**src/rtl/ccs_pkg.sv**
```systemverilog
package ccs_pkg;

   localparam logic [7:0] ChSlash = 8'h2F;
   localparam logic [7:0] ChQuote = 8'h22;
   localparam logic [7:0] ChStar  = 8'h2A;
   localparam logic [7:0] ChNl    = 8'h0A;
   localparam logic [7:0] ChBsl   = 8'h5C;

   localparam int QDepth = 4;
   localparam int QPtrW  = $clog2(QDepth);
   localparam int QCntW  = $clog2(QDepth + 1);

   typedef struct packed {
      logic [7:0] in_byte;
      logic       text_end;
   } req_type;

   typedef struct packed {
      logic [7:0] out_byte;
      logic       byte_present;
      logic       out_last;
   } rsp_type;

   // One classified request: up to two output bytes, or an empty end marker.
   typedef struct packed {
      logic [7:0] byte0;
      logic [7:0] byte1;
      logic       two;
      logic       present;
      logic       last;
   } act_type;

endpackage

```
**src/rtl/ccs_front.sv**
```systemverilog
module ccs_front (
   input  logic             clock,
   input  logic             reset,
   input  logic             req_valid,
   output logic             req_ready,
   input  ccs_pkg::req_type req,
   input  logic             q_full,
   output logic             push,
   output ccs_pkg::act_type push_act
);

   typedef enum logic [2:0] {
      MPlain = 3'd0,
      MSlash = 3'd1,
      MLine  = 3'd2,
      MBlock = 3'd3,
      MStar  = 3'd4,
      MStr   = 3'd5,
      MEsc   = 3'd6
   } mode_type;

   mode_type   mode_ff;
   mode_type   mode_in;
   mode_type   next_mode;
   logic [1:0] cnt;
   logic [7:0] b0;
   logic [7:0] b1;
   logic [7:0] c;
   logic       accept;

   assign c         = req.in_byte;
   assign req_ready = !q_full;
   assign accept    = req_valid && req_ready;

   always_comb begin
      next_mode = mode_ff;
      cnt       = 2'd0;
      b0        = c;
      b1        = c;
      case (mode_ff)
         MSlash: begin
            if (c == ccs_pkg::ChSlash) begin
               next_mode = MLine;
            end else if (c == ccs_pkg::ChStar) begin
               next_mode = MBlock;
            end else begin
               // lone slash: pass it along with the byte after it
               b0        = ccs_pkg::ChSlash;
               cnt       = 2'd2;
               next_mode = (c == ccs_pkg::ChQuote) ? MStr : MPlain;
            end
         end
         MLine: begin
            if (c == ccs_pkg::ChNl) begin
               cnt       = 2'd1;
               next_mode = MPlain;
            end
         end
         MBlock: begin
            if (c == ccs_pkg::ChStar) begin
               next_mode = MStar;
            end
         end
         MStar: begin
            if (c == ccs_pkg::ChSlash) begin
               next_mode = MPlain;
            end else if (c != ccs_pkg::ChStar) begin
               next_mode = MBlock;
            end
         end
         MStr: begin
            cnt = 2'd1;
            if (c == ccs_pkg::ChQuote) begin
               next_mode = MPlain;
            end else if (c == ccs_pkg::ChBsl) begin
               next_mode = MEsc;
            end
         end
         MEsc: begin
            cnt       = 2'd1;
            next_mode = MStr;
         end
         default: begin
            if (c == ccs_pkg::ChSlash) begin
               next_mode = MSlash;
            end else begin
               cnt       = 2'd1;
               next_mode = (c == ccs_pkg::ChQuote) ? MStr : MPlain;
            end
         end
      endcase
      // flush a pending slash at end of text
      if (req.text_end && next_mode == MSlash) begin
         b0  = ccs_pkg::ChSlash;
         cnt = 2'd1;
      end
   end

   always_comb begin
      push_act.byte0   = b0;
      push_act.byte1   = b1;
      push_act.two     = (cnt == 2'd2);
      push_act.present = (cnt != 2'd0);
      push_act.last    = req.text_end;
      push             = accept && ((cnt != 2'd0) || req.text_end);
      mode_in          = mode_ff;
      if (accept) begin
         mode_in = req.text_end ? MPlain : next_mode;
      end
   end

   always_ff @(posedge clock) begin
      if (reset) begin
         mode_ff <= MPlain;
      end else begin
         mode_ff <= mode_in;
      end
   end

endmodule

```
**src/rtl/ccs_queue.sv**
```systemverilog
module ccs_queue (
   input  logic             clock,
   input  logic             reset,
   input  logic             push,
   input  ccs_pkg::act_type push_act,
   output logic             full,
   input  logic             pop,
   output logic             head_valid,
   output ccs_pkg::act_type head_act
);

   ccs_pkg::act_type               q_ff [ccs_pkg::QDepth];
   logic [ccs_pkg::QPtrW-1:0]      wr_ptr_ff;
   logic [ccs_pkg::QPtrW-1:0]      wr_ptr_in;
   logic [ccs_pkg::QPtrW-1:0]      rd_ptr_ff;
   logic [ccs_pkg::QPtrW-1:0]      rd_ptr_in;
   logic [ccs_pkg::QCntW-1:0]      count_ff;
   logic [ccs_pkg::QCntW-1:0]      count_in;

   assign full       = (count_ff == ccs_pkg::QCntW'(ccs_pkg::QDepth));
   assign head_valid = (count_ff != '0);
   assign head_act   = q_ff[rd_ptr_ff];

   always_comb begin
      wr_ptr_in = push ? wr_ptr_ff + 1'b1 : wr_ptr_ff;
      rd_ptr_in = pop  ? rd_ptr_ff + 1'b1 : rd_ptr_ff;
      count_in  = count_ff;
      if (push && !pop) begin
         count_in = count_ff + 1'b1;
      end else if (pop && !push) begin
         count_in = count_ff - 1'b1;
      end
   end

   always_ff @(posedge clock) begin
      if (push) begin
         q_ff[wr_ptr_ff] <= push_act;
      end
   end

   always_ff @(posedge clock) begin
      if (reset) begin
         wr_ptr_ff <= '0;
         rd_ptr_ff <= '0;
         count_ff  <= '0;
      end else begin
         wr_ptr_ff <= wr_ptr_in;
         rd_ptr_ff <= rd_ptr_in;
         count_ff  <= count_in;
      end
   end

endmodule

```
**src/rtl/ccs_back.sv**
```systemverilog
module ccs_back (
   input  logic             clock,
   input  logic             reset,
   input  logic             head_valid,
   input  ccs_pkg::act_type head_act,
   output logic             pop,
   output logic             rsp_valid,
   input  logic             rsp_ready,
   output ccs_pkg::rsp_type rsp
);

   logic             rsp_valid_ff;
   logic             rsp_valid_in;
   ccs_pkg::rsp_type rsp_ff;
   ccs_pkg::rsp_type rsp_in;
   logic             sec_valid_ff;
   logic             sec_valid_in;
   logic [7:0]       sec_byte_ff;
   logic [7:0]       sec_byte_in;
   logic             sec_last_ff;
   logic             sec_last_in;
   logic             load;

   assign rsp_valid = rsp_valid_ff;
   assign rsp       = rsp_ff;
   assign load      = !rsp_valid_ff || rsp_ready;

   always_comb begin
      rsp_valid_in = rsp_valid_ff;
      rsp_in       = rsp_ff;
      sec_valid_in = sec_valid_ff;
      sec_byte_in  = sec_byte_ff;
      sec_last_in  = sec_last_ff;
      pop          = 1'b0;
      if (load) begin
         if (sec_valid_ff) begin
            // second byte of a lone-slash pair goes out before the next request
            rsp_valid_in        = 1'b1;
            rsp_in.out_byte     = sec_byte_ff;
            rsp_in.byte_present = 1'b1;
            rsp_in.out_last     = sec_last_ff;
            sec_valid_in        = 1'b0;
         end else if (head_valid) begin
            pop                 = 1'b1;
            rsp_valid_in        = 1'b1;
            rsp_in.out_byte     = head_act.present ? head_act.byte0 : 8'h00;
            rsp_in.byte_present = head_act.present;
            rsp_in.out_last     = head_act.last && !head_act.two;
            sec_valid_in        = head_act.two;
            sec_byte_in         = head_act.byte1;
            sec_last_in         = head_act.last;
         end else begin
            rsp_valid_in = 1'b0;
         end
      end
   end

   always_ff @(posedge clock) begin
      rsp_ff      <= rsp_in;
      sec_byte_ff <= sec_byte_in;
      sec_last_ff <= sec_last_in;
      if (reset) begin
         rsp_valid_ff <= 1'b0;
         sec_valid_ff <= 1'b0;
      end else begin
         rsp_valid_ff <= rsp_valid_in;
         sec_valid_ff <= sec_valid_in;
      end
   end

endmodule

```
**src/rtl/c_comment_stripper_core.sv**
```systemverilog
// Channel  Dir  Handshake             Payload
// req      in   req_valid/req_ready   req.in_byte, req.text_end
// rsp      out  rsp_valid/rsp_ready   rsp.out_byte, rsp.byte_present, rsp.out_last
//
// Takes one request per cycle while the queue is not full; a request yields at
// most one response, but the byte after a lone slash yields two with the slash.
// The combinational lexer feeds a 4-entry queue, then the output register.
// req_ready drops only when the queue is full; rsp stalls back up into it.
// Reset returns the lexer to plain code and empties queue and output register.
module c_comment_stripper_core (
   input  logic             clock,
   input  logic             reset,
   input  logic             req_valid,
   output logic             req_ready,
   input  ccs_pkg::req_type req,
   output logic             rsp_valid,
   input  logic             rsp_ready,
   output ccs_pkg::rsp_type rsp
);

   logic             push;
   ccs_pkg::act_type push_act;
   logic             q_full;
   logic             pop;
   logic             head_valid;
   ccs_pkg::act_type head_act;

   ccs_front u_front (
      .clock     (clock),
      .reset     (reset),
      .req_valid (req_valid),
      .req_ready (req_ready),
      .req       (req),
      .q_full    (q_full),
      .push      (push),
      .push_act  (push_act)
   );

   ccs_queue u_queue (
      .clock      (clock),
      .reset      (reset),
      .push       (push),
      .push_act   (push_act),
      .full       (q_full),
      .pop        (pop),
      .head_valid (head_valid),
      .head_act   (head_act)
   );

   ccs_back u_back (
      .clock      (clock),
      .reset      (reset),
      .head_valid (head_valid),
      .head_act   (head_act),
      .pop        (pop),
      .rsp_valid  (rsp_valid),
      .rsp_ready  (rsp_ready),
      .rsp        (rsp)
   );

endmodule
```
**config.mk**
```make
export PLATFORM = sky130hd
export DESIGN_NAME = c_comment_stripper_core
export DESIGN_NICKNAME = d
export VERILOG_FILES = /design/src/rtl/ccs_pkg.sv /design/src/rtl/ccs_front.sv /design/src/rtl/ccs_queue.sv /design/src/rtl/ccs_back.sv /design/src/rtl/c_comment_stripper_core.sv
export SDC_FILE = /design/constraint.sdc
export NUM_CORES = 1
export LEC_CHECK = 0
export BUFFER_PORTS_ARGS = -buffer_cell sky130_fd_sc_hd__buf_4
export CORE_MARGIN = 1.5
export CORE_UTILIZATION = 55
export DETAILED_ROUTE_END_ITERATION = 8
export PLACE_DENSITY = 0.73
export SYNTH_ARGS = -nofsm -noshare
export SYNTH_HDL_FRONTEND = slang
export SYNTH_HIERARCHICAL = 1
export SYNTH_SLANG_ARGS = --single-unit
```
**constraint.sdc**
```tcl
create_clock -name clock -period 4.75 [get_ports clock]
set_input_delay 0.475 -clock clock [delete_from_list [all_inputs] [get_ports clock]]
set_output_delay 0.475 -clock clock [all_outputs]
set_load 0.02 [all_outputs]
```
* After elaboration in Yosys (flattened, before gate mapping)
Memory sizes are Yosys's and may differ from the RTL's. A register that Yosys moved wholly into a read port is not among the register bits. Cells that the tools add are included.
Storage, ports and cells: word-level logic and storage cells 90, bits in writable memories 76, memories kept 1, bits in registers 31, output and inout bits 12
Cells by class: reductions and logical operators 21, bitwise gates (word level) 1, mux-type cells 37, add/sub/neg operators 4, eq/ne operators 15
Memory list:
- u_queue.q_ff | depth 4, bits a word 19, rd ports 1, clocked after Yosys merged registers in 1, write ports 1, RTL line ccs_queue.sv:12 | ccs_pkg::act_type q_ff [ccs_pkg::QDepth];
Operator list (number):
- 8-bit two-way mux | 5
- 3-bit two-way mux | 13
- 8-bit by 6-bit equality test with 1-bit output, second input constant | 3
- 10-bit two-way mux | 2
- 3-bit one-hot mux with 6 select lines | 1
- 3-bit equality test, second input constant | 4
- 1-bit two-way mux | 10
- 2-bit two-way mux | 5
- 8-bit by 4-bit equality test with 1-bit output, second input constant | 1
- 8-bit by 7-bit equality test with 1-bit output, second input constant | 1
- 8-bit by 6-bit != test with 1-bit output, second input constant | 1
- 2-bit one-hot mux with 4 select lines | 1
- 3-bit by 1-bit equality test with 1-bit output, second input constant | 2
- 3-bit by 2-bit equality test with 1-bit output, second input constant | 2
- 1-bit logical AND | 6
- 2-bit nonzero test | 3
- 1-bit zero test | 5
- 2-bit by 1-bit adder with 2-bit output, second input constant | 2
- 2-bit OR reduction | 2
- 3-bit by 1-bit adder with 3-bit output, second input constant | 1
- 3-bit AND reduction | 1
- 3-bit nonzero test | 1
- 3-bit by 1-bit subtractor with 3-bit output, second input constant | 1
- 2-bit equality test, second input constant | 1
- 3 further kinds | 4

* Logic depth before layout (Yosys ltp)
Gate-level depths: netlist of the first run.
word-level depth 15, depth in mapped cells 13, mapped depth without buffers 11

* Modules after synthesis
The synthesis of the first run kept the hierarchy.
By module, submodules not included:
- ccs_queue | instances 1, cells an instance 143, area an instance 3215.6 µm², seq. area each 2462.4 µm²
- ccs_back | instances 1, cells an instance 47, area an instance 783.3 µm², seq. area each 610.6 µm²
- ccs_front | instances 1, cells an instance 98, area an instance 679.4 µm², seq. area each 60.1 µm²

* Worst setup path before layout of the first run
No wires, ideal clock.
path type input to register, start input port req[3] in the netlist's numbering, end register u_queue/count_ff[2] in the netlist's numbering, data required time 4.680 ns, cell stages on the path 12, arrival 2.877 ns, path slack 1.803 ns, path buffers 1, path through buf_2 > nor3b_1 > a41oi_1 > o21ai_0 > o311a_1 > o21ba_2 > ha_1 > inv_1 > fa_1 > xor2_1 > or3_1 > a21oi_1
Between the ends: cells in the longest elaborated chain, start to end 14
RTL lines:
- start, declared | RTL line c_comment_stripper_core.sv:15 | input ccs_pkg::req_type req,
- 8-bit by 6-bit equality test with 1-bit output | RTL line ccs_front.sv:50, ccs_front.sv:73, ccs_front.sv:88
- 3-bit two-way mux | RTL line ccs_front.sv:50, ccs_front.sv:88
- 3-bit two-way mux | RTL line ccs_front.sv:44 | end else if (c == ccs_pkg::ChStar) begin
- 3-bit two-way mux | RTL line ccs_front.sv:42 | if (c == ccs_pkg::ChSlash) begin
- 3-bit one-hot mux with 6 select lines | RTL line ccs_front.sv:40 | case (mode_ff)
- 3-bit by 1-bit equality test with 1-bit output | RTL line ccs_front.sv:93 | if (req.text_end && next_mode == MSlash) begin
- 1-bit logical AND | RTL line ccs_front.sv:93
- 2-bit two-way mux * | RTL line ccs_front.sv:93
- 2-bit nonzero test * | RTL line ccs_front.sv:105 | push = accept && ((cnt != 2'd0) || req.text_end);
- 1-bit logical OR * | RTL line ccs_front.sv:105
- 1-bit logical AND * | RTL line ccs_front.sv:105
- named net push | RTL line c_comment_stripper_core.sv:21 | logic push;
- 1-bit zero test | RTL line ccs_queue.sv:30 | end else if (pop && !push) begin
- 1-bit logical AND | RTL line ccs_queue.sv:30
- 2-bit nonzero test (no line)
- end signal, assigned | RTL line ccs_queue.sv:49 | count_ff <= count_in;
- end, declared | RTL line ccs_queue.sv:17 | logic [ccs_pkg::QCntW-1:0] count_ff;
The timed path passes the listed nets; every way through them passes the cells marked *. A chain may end at the register's enable or synchronous reset.

* Worst setup path after layout of the first run
start input port req[1] in the netlist's numbering, end register u_queue/count_ff[2] in the netlist's numbering
The elaborated chain is that of the path after synthesis.

==> results of run 1 <==
[layout make-up]
type / count / share of cell area (%)
inverters: 8 / 0.596
flip-flops and latches: 109 / 62.2
well taps: 105 / 2.61
repair buffers: 26 / 3.87
clock buffers: 9 / 2.46
clock inverters: 7 / 1.47
multi-input cells: 147 / 26.8
[synthesized netlist by cell type (3+ instances only)]
master	n	area share (%)
edfxtp_1	95	61
nor2_1	19	1.5
dfxtp_1	14	6.0
nand2_1	14	1.1
mux4_2	10	4.8
buf_4	9	1.4
mux4_1	9	5.1
inv_1	8	0.64
a22o_1	7	1.3
buf_2	7	0.75
o21ai_0	6	0.64
a21oi_1	5	0.53
clkbuf_1	5	0.40
ha_1	5	1.3
nand2b_1	5	0.67
nor2b_1	5	0.67
and2_1	4	0.53
nor3_1	4	0.43
nor3b_1	4	0.64
nand4_1	3	0.40
or2_2	3	0.40
or3_1	3	0.40
xnor2_1	3	0.56
xor2_1	3	0.56
[worst paths after layout]
kind	startpoint	to	slack, ns	cells after the start
worst max-delay path	req[1]	u_queue/count_ff[2]	1.91	12
worst min register to register	u_queue/count_ff[2]	u_queue/count_ff[2]	0.53	2
worst min-delay path	req[2]	u_queue/q_ff[1][4]	0.34	1
worst max register to register	u_front/mode_ff[0]	u_queue/count_ff[2]	2.03	11
[power by group through the flow]
stage	sequential (mW)	clock [mW]	combinational [mW]
global placement	1.37	0	0.611
floorplan	1.39	0	0.420
finish	1.35	0.540	0.615
global route	1.37	0.581	0.670
detailed placement	1.38	0	0.620
CTS	1.35	0.558	0.621
[stage by stage]
stage,utilization (%),worst slack (ns)
after global routing,61.3,1.65
after global placement,58.9,1.65
after detailed placement,58.9,1.53
final,61.3,1.91
after floorplan,-,1.80
after CTS,61.3,1.94
[per-layer routing]
metal | GRT usage, % | part of all wire (%) | vias up
met3 | 3.11 | 2.9 | 12
met4 | 10.1 | 2.3 | 0
li1 | - | - | 1144
met1 | 24.9 | 47 | 1176
met2 | 27.5 | 47 | 38
met5 | 0 | 0 | -
[logic make-up (layout without fill, tap and decap cells)]
group / Yosys count / count (layout)
flops: 109 / 109
simple gates: 74 / 74
fa+ha+maj: 6 / 6
xor+xnor: 7 / 7
compound gates: 39 / 39
mux: 21 / 21
buf+inv: 32 / 50
[state kept, by name, summed over array words and instances (netlist names), named ones only]
register,flops
u_back/rsp,10
u_back/rsp_valid,1
u_back/sec_byte_ff,8
u_back/sec_last_ff,1
u_back/sec_valid_ff,1
u_front/mode_ff,3
u_queue/count_ff,3
u_queue/q_ff,76
u_queue/rd_ptr_ff,2
u_queue/wr_ptr_ff,2
[worst max-delay path: cells and delay by family]
family | cells | cell delay (ns)
compound gates | 5 | 0.93
simple gates | 2 | 0.77
fa+ha+maj | 2 | 0.57
buf+inv | 2 | 0.23
xor+xnor | 1 | 0.17
==> impl_results.md, run 1 <==
- Rows: 33
- Die width: 95.2 um
- Number of fillers in the final layout: 608
- CP Data Required Time: 5.06 ns
- I/O pin cnt: 25
- Hold Vio Cnt, Final: 0
- Worst-skew pair later-pin latency: 0.38 ns
- TritonRoute pass-1 iters: 4
- Adder-Cell Fraction of Synth Area: under 10%
- Distinct cells, synth: 55
- Via count: between 2000 and 2500
- Via density: 5.77
- Layout cells sized above 1: 19.9%
- Slew Viols, Final: 0
- Number of hold buffers added after CTS: 0
- Fin nets: 320
- CTS tree: done
- Clk root buf: clkbuf_8
- Placement Cell Area: 4840 sq um
- Highest cell delay on the worst timing path: 0.47 ns
- Mapped Cells: 288
- Post-synthesis mux area share: 10.3%
- Least-Margin Pin Slew: 1.10 ns
- Final Cycle Share: 59.8%
- Critical path class: input pin to flop
- TNS Setup: 0 ns
- PortBufs: 24
- EDFF count, synth: between 90 and 100
- Largest net degree at the start of global routing: 22
- Final min period: between 2 and 3 ns
- Placed cell count: just under 400
- XOR/XNOR Fraction of Synth Area: 1.71%
- FF+latch area: roughly 3100 sq um
- CP Cell Sequence: buf_4, nor3b_1, a41oi_1, o21ai_0, o311a_1, o21ba_2, ha_1, inv_1, fa_1, xor2_1, or3_1, a21oi_1
- Seq cells post-synth: 109
- H-tree level count: 3
- Worst EP arrival: 3.15 ns
- WL final: 7.37 mm
- Post-DP HPWL: approximately 4.8 mm
- Die Height: 95.2 um
- Min Hold Slack: 0.342 ns
- Pwr Density: 497 nW/um^2
- Total gr overflow: 0
- Post-route ant nets: 0
- Ant diodes: 0
- Int Power: between 1.5 and 2 mW
- Compound-gate portion of the synthesized area: 6.37%
- Global-route wire length before repair: 11.6 mm
- Register share of total power: 53.9%
- NetSw: 747 uW
- Clock tree buffer depth: 2
- Initial DRC count: 81
- Warning count from the yosys run: 6
- VDD IR-drop max: 0.280 mV
- Clk_skew: 0.0149 ns
- HP Class: input pin to flop
- Vias in the first global route: 2232
- RSZ-0062 raised after global routing: no
- Power share of the clock group: a little over a fifth
- Clock sink count: between 100 and 150
- Syn avg cell area: about 16 sq um
- Layout area overhead: 7.70%
- Highest-delay cell along the critical path: nor3b_1
- Worst Path Max Fanout: 13
- Core area: 8220 sq um
- Final setup vio count: 0
- Routability cong.: approximately 0.84
- Max-slew headroom: 26.6%
- Fin area: 5040 sq um
- Layout Cells excl Fill: between 400 and 500
- Commonest non-fill, non-tap cell in the layout: edfxtp_1
- Startpoint Class: input pin
- Avg WL per Cell: 17.9 um
- Power Total: 2.50 mW
- Run status: finished, final reports clean
- Crit end category: flop
- Largest family of logic cells by synthesized area: multiplexers
- FMAX: 0.352 GHz
- Commonest cells after routing, fill and taps aside: 95 x edfxtp_1, 26 x buf_4, 19 x nor2_1, 14 x nand2_1, 14 x dfxtp_1
- Sw Share: between 20% and 30%
- Initial antenna violation count: 0
- Total GRT Usage: a little under a fifth
- Die ar.: 9070 sq um
- Clock-pin slew on the worst setup and hold paths: 0.10 ns
- Sequential area share after synthesis: 67.0%
- Post-Synth Simple-Gate Area: 8.75%
- Combinational power share: between 20% and 30%
- Drt drc: 0
- Starting Density: 56.9%
- Top_reg_cell synth: edfxtp_1
- Synth Cell Area: about 4700 sq um
- TritonCTS buffer count: 9
- Post-synth ARST share: 0%
- Post-CTS Setup Bufs: 0
- Maxcap violations: 0
- Area of the multi-input gates: 1350 sq um
- PostCTS Resize Cnt: 0
- Pleak: 1.68 nW
- Mapped Nets: 307
No activity file was read; power rests on OpenSTA's default activity.
==> run 2, diff against run 1 <==
--- a/config.mk
+++ b/config.mk
@@ -5,11 +5,12 @@
 export SDC_FILE = /design/constraint.sdc
 export NUM_CORES = 1
 export LEC_CHECK = 0
+export ABC_AREA = 1
 export BUFFER_PORTS_ARGS = -buffer_cell sky130_fd_sc_hd__buf_4
 export CORE_MARGIN = 1.5
 export CORE_UTILIZATION = 55
 export DETAILED_ROUTE_END_ITERATION = 8
-export PLACE_DENSITY = 0.73
+export PLACE_DENSITY = 0.76
 export SYNTH_ARGS = -nofsm -noshare
 export SYNTH_HDL_FRONTEND = slang
 export SYNTH_HIERARCHICAL = 1
==> constraint.sdc (replaced) <==
create_clock -name clock -period 2.52 [get_ports clock]
set_input_delay 0.252 -clock clock [delete_from_list [all_inputs] [get_ports clock]]
set_output_delay 0.252 -clock clock [all_outputs]
set_load 0.02 [all_outputs]
==> run 2 against run 1 <==
  * Final cell count grew 38%
  * Clock power is 79% higher
  * Total power up 110%
  * Global-route usage rose by 3.1 points
  * Synthesized area increased by 1.7%
  * Clock skew decreased by 0.0020 ns
  * Clock-buffer cell count is the same
  * Register-to-register slack worse by 1.8 ns
  * Critical path type is now flop to flop
  * Die area increased by 1.7%
  * Final area up 3.7%
==> impl_results.md, run 2 <==
- Startpoint Class: flop
- Slew Viols, Final: 0 (unchanged)
- Hold Vio Cnt, Final: 0 (unchanged)
- Hold path start: req[3]
- Clk root buf: clkbuf_8
- Most instantiated library cell after synthesis: edfxtp_1
- Maxcap violations: 0 (unchanged)
- Critical path class: flop to flop
- Core area: 8300 sq um (+1.0%)
- Ant diodes: 0 (unchanged)
- CTS tree: done
- Pleak: 2.02 nW (+20%)
- Commonest cells after routing, fill and taps aside: 95 x edfxtp_1, 69 x nand2_1, 58 x nor2_1, 45 x o21ai_0, 38 x inv_1
- Max-slew headroom: 50.1% (+23 points)
- Largest Register: u_queue/q_ff
- Clock tree buffer depth: 2 (unchanged)
- TNS Setup: 0 ns (unchanged)
- Layout Cells excl Fill: 566 (+38%)
- Worst Path Max Fanout: 5 (-8)
- Area contributors post-synth: edfxtp_1 60%, dfxtp_1 5.9%, nand2_1 5.4%, o21ai_0 4.7%, nor2_1 4.6%
- Die width: 96.0 um (+0.84%)
- Drt drc: 0 (unchanged)
- Placement-stage worst setup slack: 0.126 ns (-1.41 ns)
- FMAX: 0.437 GHz
- Mapped Nets: 449 (+46%)
- Rows: 33 (unchanged)
- Global-route wire length before repair: 14.2 mm (+22%)
- EDFF count, synth: 95 (unchanged)
- Via density: 5.45 (-5.6%)
- Total gr overflow: 0 (unchanged)
- Setup slack, reg-to-reg: 0.23 ns (-1.80 ns)
- R2R depth: 17 (+6)
- RR Startpoint: u_front/mode_ff[2]
- Distinct cells, synth: 33 (-40%)
- I/O pin cnt: 25 (unchanged)
- Post-synth top area share: 59.9% (-1.0 points)
- Warning count from the yosys run: 6 (unchanged)
- RSZ-0062 raised after global routing: no
- Worst-skew pair later-pin latency: 0.36 ns (-0.02 ns)
- Die Height: 96.0 um (+0.84%)
- Run status: finished, final reports clean
- Commonest non-fill, non-tap cell in the layout: edfxtp_1
- Final setup vio count: 0 (unchanged)
- Via count: 3082 (+30%)
- Seq cells post-synth: 109 (unchanged)
- Crit path capture: u_queue/count_ff[2]
- H-tree level count: 3 (unchanged)
- Total GRT Usage: 21.2% (+3.1 points)
- Final Cycle Share: 90.8%
- Top_reg_cell synth: edfxtp_1
- Cell taking the most area after synthesis: edfxtp_1
- Syn avg cell area: 11.1 sq um (-32%)
- Fin nets: 475 (+48%)
- Synth top cells by count: 95 x edfxtp_1, 69 x nand2_1, 58 x nor2_1, 45 x o21ai_0, 38 x inv_1
- Number of hold buffers added after CTS: 0 (unchanged)
- Largest net degree at the start of global routing: 39 (+77%)
- Sequential area share after synthesis: 65.8% (-1.1 points)
- Pwr Density: 1010 nW/um^2 (+100%)
- Clock sink count: 109 (unchanged)
- Clock-pin slew on the worst setup and hold paths: 0.11 ns (about the same)
- Post-route ant nets: 0 (unchanged)
- Final min period: 2.29 ns
- Max reg flops: 76 (unchanged)
- PortBufs: 24 (unchanged)
- TritonCTS buffer count: 9 (unchanged)
- Post-CTS Setup Bufs: 0 (unchanged)
- Worst EP arrival: 2.56 ns (-0.59 ns)
- Routability cong.: 0.925 (+9.9%)
- Post-synth ARST share: 0% (unchanged)
- Mapped Cells: 430 (+49%)
- CP Data Required Time: 2.79 ns (-2.27 ns)
- Post-DP HPWL: 5.94 mm (+25%)
- Min Hold Slack: 0.103 ns (-0.239 ns)
- Crit path from: u_front/mode_ff[2]
- Crit end category: flop
- Initial antenna violation count: 0 (unchanged)
- VDD IR-drop max: 0.393 mV (+40%)
- Layout cells sized above 1: 17.4% (-2.6 points)
- Least-Margin Pin Slew: 0.749 ns (-0.352 ns)
- Clk_skew: 0.0129 ns (-0.00201 ns)
- WL final: 8.93 mm (+21%)
- PostCTS Resize Cnt: 0 (unchanged)
- Placed cell count: 550 (+39%)
- Setup WS post-layout: 0.231 ns (-1.68 ns)
- Post-layout util: 62.9% (+1.6 points)
- Layout area overhead: 9.73%
- Starting Density: 57.3% (+0.41 points)
- HP Class: input pin to flop
- Die ar.: 9220 sq um (+1.7%)
- Avg WL per Cell: 15.8 um (-12%)
- Initial DRC count: 179 (+120%)
- Vias in the first global route: 2868 (+28%)
- R2R Path End: u_queue/count_ff[2]
- TritonRoute pass-1 iters: 4 (unchanged)
- Synth Cell Area: 4760 sq um (+1.7%)
[run 2: cell count changes in the layout (fill, tap and decap cells not counted), moves of 8 or more]
| cell | delta |
|---|---|
| nand2_1 | +55 |
| nor2_1 | +39 |
| o21ai_0 | +39 |
| inv_1 | +30 |
| o22ai_1 | +20 |
| nand3_1 | +15 |
| mux4_2 | -10 |
| mux4_1 | -9 |
| buf_4 | +8 |
[run 2: how the worst min path moves through the flow]
stage                     cells after the start                   end
after floorplan                               1      u_back/rsp_valid
after global placement                        1  u_queue/rd_ptr_ff[1]
after detailed placement                      1                  flop
after CTS                                     1    u_queue/q_ff[0][5]
after global routing                          1    u_queue/q_ff[0][8]
final                                         1    u_queue/q_ff[0][5]
[run 2: area by class of cell]
class | instances | area [sq um]
multi-input combinational | 253 | 1270
fill | 645 | 3080
clock inverter | 7 | 58.8
clock buffer | 9 | 124
tap | 105 | 131
timing repair buffer | 38 | 335
inverter | 45 | 169
sequential | 109 | 3130
[run 2: where the power goes]
part	total [mW]	leakage, nW	internal [mW]	switching (mW)
clock network	0.966	0.0904	0.372	0.594
logic	1.75	0.931	0.604	1.14
registers	2.57	1.00	2.44	0.132
[run 2: cells by family after synthesis]
group	after synthesis	synth area share, %
AND/OR/NAND/NOR	163	14.6
flip-flops	109	65.8
AO/OA/AOI/OAI	83	10.1
buffers and inverters	68	7.57
adder cells (fa/ha/maj)	6	1.74
XOR/XNOR	1	0.184
[run 2: layer usage]
metal  routed length [um]  global-route usage [%]  share of wire, %  vias up
li1                     -                       -                 -     1519
met1                 4100                    29.1                46     1469
met2                 4340                    33.9                49       88
met3                  380                    3.87               4.3        6
met4                  110                    7.48               1.2        0
met5                    0                       0                 0        -
[run 2: through the flow]
stage	cell area, sq um	power (mW)
floorplan	4760	3.87
global placement	5040	4.29
detailed placement	5040	4.37
CTS	5220	5.31
global route	5220	5.62
finish	5220	5.29
[run 2: worst max-delay path, stage by stage, from the launching register on]
cell and delay, ns:
dfxtp_1 0.44, inv_2 0.10, o21ai_1 0.12, inv_1 0.06, o22ai_1 0.13, o21ai_0 0.13, nand3_1 0.10, nand3_1 0.07
inv_1 0.09, ha_1 0.16, inv_1 0.06, fa_1 0.38, inv_1 0.07, nand2_1 0.06, nand3_1 0.09, nand2_1 0.05
inv_1 0.05, nor2_1 0.03
==> run 3, diff against run 2 <==
--- a/config.mk
+++ b/config.mk
@@ -7,10 +7,11 @@
 export LEC_CHECK = 0
 export ABC_AREA = 1
 export BUFFER_PORTS_ARGS = -buffer_cell sky130_fd_sc_hd__buf_4
-export CORE_MARGIN = 1.5
+export CORE_MARGIN = 2
 export CORE_UTILIZATION = 55
 export DETAILED_ROUTE_END_ITERATION = 8
-export PLACE_DENSITY = 0.76
+export PLACE_DENSITY_LB_ADDON = 0.08
+export SKIP_CTS_REPAIR_TIMING = 1
 export SYNTH_ARGS = -nofsm -noshare
 export SYNTH_HDL_FRONTEND = slang
 export SYNTH_HIERARCHICAL = 1
==> run 3 against run 2 <==
  * Critical path depth is the same
  * Clock power down 3.1%
  * Fmax up 3.9%
  * Combinational power about the same
  * Final cell count increased by 0.18%
  * Clock skew about the same
  * Global-route usage fell by 1.3 points
  * Non-clock buffer count increased by 1
  * Sequential power is essentially flat
  * Via count shrank 2.5%
  * Sequential share of layout area grew 0.082 points
  * Die area rose by 2.1%
  * Critical path type unchanged
  * Critical endpoint unchanged
  * Largest cell class unchanged
==> impl_results.md, run 3 (same netlist as run 2, synthesis figures left out) <==
- Pwr Density: 1010 nW/um^2 (about the same)
- Via density: 5.30 (-2.6%)
- Final min period: 2.20 ns (-0.0867 ns)
- Clock sink count: 109 (unchanged)
- Slew Viols, Final: 0 (unchanged)
- Int Power: 3.43 mW (+0.41%)
- Drt drc: 0 (unchanged)
- VDD IR-drop max: 0.398 mV (+1.2%)
- Die width: 97.0 um (+1.0%)
- Combinational power share: 33.4% (+0.3 points)
- WL final: 8.89 mm (-0.49%)
- CP Data Required Time: 2.78 ns (about the same)
- Least-Margin Pin Slew: 0.738 ns (-0.0112 ns)
- Die Height: 97.0 um (+1.0%)
- Power share of the clock group: 17.7% (-0.6 points)
- TNS Setup: 0 ns (unchanged)
- TritonCTS buffer count: 9 (unchanged)
- Clock-pin slew on the worst setup and hold paths: 0.10 ns (about the same)
- Initial DRC count: 214 (+20%)
- Die ar.: 9410 sq um (+2.1%)
- HP Class: input pin to flop
- Hold Vio Cnt, Final: 0 (unchanged)
- Min Hold Slack: 0.119 ns (+0.0154 ns)
- RSZ-0062 raised after global routing: no
- Crit end category: flop
- Startpoint Class: flop
- Final Cycle Share: 87.4% (-3.4 points)
- RR Startpoint: u_front/mode_ff[2]
- R2R depth: 17 (unchanged)
- Post-layout util: 62.9% (about the same)
- Clk_skew: 0.0131 ns (+0.000192 ns)
- Commonest non-fill, non-tap cell in the layout: edfxtp_1
- Power Total: 5.28 mW (about the same)
- FMAX: 0.454 GHz (+3.9%)
- Clk root buf: clkbuf_8
- Layout cells sized above 1: 17.3% (-0.038 points)
- PortBufs: 24 (unchanged)
- Fin nets: 476 (+0.21%)
- Routability cong.: 0.822 (-11%)
- NetSw: 1.85 mW (-0.82%)
- Setup WS post-layout: 0.317 ns (+0.0867 ns)
- Setup slack, reg-to-reg: 0.32 ns (+0.09 ns)
- Total gr overflow: 0 (unchanged)
- Run status: finished, final reports clean
- Crit path capture: u_queue/count_ff[2]
- I/O pin cnt: 25 (unchanged)
- Register share of total power: 48.8% (+0.2 points)
- Max reg flops: 76 (unchanged)
- R2R Path End: u_queue/count_ff[2]
- Max-slew headroom: 50.8% (+0.75 points)
- Placement-stage worst setup slack: 0.0344 ns (-0.0912 ns)
- Sw Share: 35.1% (-0.28 points)
- Vias in the first global route: 2808 (-2.1%)
- Largest Register: u_queue/q_ff
- Global-route wire length before repair: 14.6 mm (+2.9%)
- TritonRoute pass-1 iters: 7 (+3)
- Via count: 3006 (-2.5%)
- Core area: 8300 sq um (unchanged)
- Post-DP HPWL: 5.98 mm (+0.72%)
- Largest net degree at the start of global routing: 25 (-36%)
- Worst-skew pair later-pin latency: 0.36 ns (about the same)
- Commonest cells after routing, fill and taps aside: 95 x edfxtp_1, 69 x nand2_1, 58 x nor2_1, 44 x o21ai_0, 38 x inv_1
- Pleak: 2.01 nW (-0.47%)
- Worst Path Max Fanout: 5 (unchanged)
- Total GRT Usage: 19.8% (-1.3 points)
- Maxcap violations: 0 (unchanged)
- Starting Density: 57.3% (unchanged)
- Post-route ant nets: 0 (unchanged)
- Layout area overhead: 9.62% (about the same)
- CTS tree: done
- Clock tree buffer depth: 2 (unchanged)
- Final setup vio count: 0 (unchanged)
- Crit path from: u_front/mode_ff[2]
- Avg WL per Cell: 15.7 um (-0.67%)
- Ant diodes: 0 (unchanged)
- Initial antenna violation count: 0 (unchanged)
- H-tree level count: 3 (unchanged)
- Critical path class: flop to flop
- Rows: 33 (unchanged)
- Worst EP arrival: 2.47 ns (-0.09 ns)
-- run 3: cell types whose count changed in the layout (fill, tap and decap cells not counted) --
cell        change
dfxtp_1         -1
inv_6           -2
buf_4           +1
inv_8           +1
o21ai_1         +1
clkinv_8        -1
dfxtp_2         +1
clkinv_2        -1
o21ai_0         -1
clkinv_4        -1
clkinv_1        -1
clkinvlp_4      +2
clkbuf_1        +3
-- run 3: worst max-delay path, stage by stage, from the launching register on --
cell and delay [ns]:
dfxtp_1 0.42, inv_2 0.09, o21ai_1 0.11, inv_1 0.05, o22ai_1 0.14, o21ai_1 0.12, nand3_1 0.09, nand3_1 0.06
inv_1 0.08, ha_1 0.16, inv_1 0.06, fa_1 0.37, inv_1 0.06, nand2_1 0.06, nand3_1 0.08, nand2_1 0.05
inv_1 0.06, nor2_1 0.04
-- run 3: metrics by stage --
| stage | std cells | cell area, sq um |
|---|---|---|
| finish | 567 | 5220 |
| floorplan | 430 | 4760 |
| global placement | 551 | 5050 |
| global route | 567 | 5220 |
| CTS | 567 | 5220 |
| detailed placement | 551 | 5050 |
-- run 3: worst min path at each step --
stage               slack [ns]                  from                    to  depth (start not counted)
finish                    0.12                req[0]    u_queue/q_ff[3][0]                          1
global route              0.11                req[0]    u_queue/q_ff[1][0]                          1
CTS                       0.11                req[8]   u_queue/q_ff[3][10]                          1
detailed placement        0.43  u_queue/rd_ptr_ff[1]                  flop                          1
global placement          0.43  u_queue/rd_ptr_ff[1]  u_queue/rd_ptr_ff[1]                          1
floorplan                 0.31                 reset      u_back/rsp_valid                          1
-- run 3: cell type report --
class	count	area, sq um
clock buffers	12	135
clock inverters	4	33.8
fillers	661	3080
inverters	45	169
multi-input cells	253	1270
flip-flops and latches	109	3130
well taps	105	131
repair buffers	39	343
-- run 3: power groups by stage --
stage	combinational [mW]	sequential (mW)	clock, mW
final	1.77	2.58	0.936
after global routing	1.98	2.62	1.03
after CTS	1.79	2.59	0.957
after detailed placement	1.78	2.62	0
after global placement	1.74	2.62	0
after floorplan	1.17	2.70	0
-- run 3: per-layer routing --
metal / vias up / wire, um / track usage [%]
met5: - / 0 / 0
met4: 0 / 78 / 5.53
met3: 7 / 563 / 3.11
met2: 87 / 4190 / 31.7
met1: 1389 / 4060 / 28.6
li1: 1523 / - / -
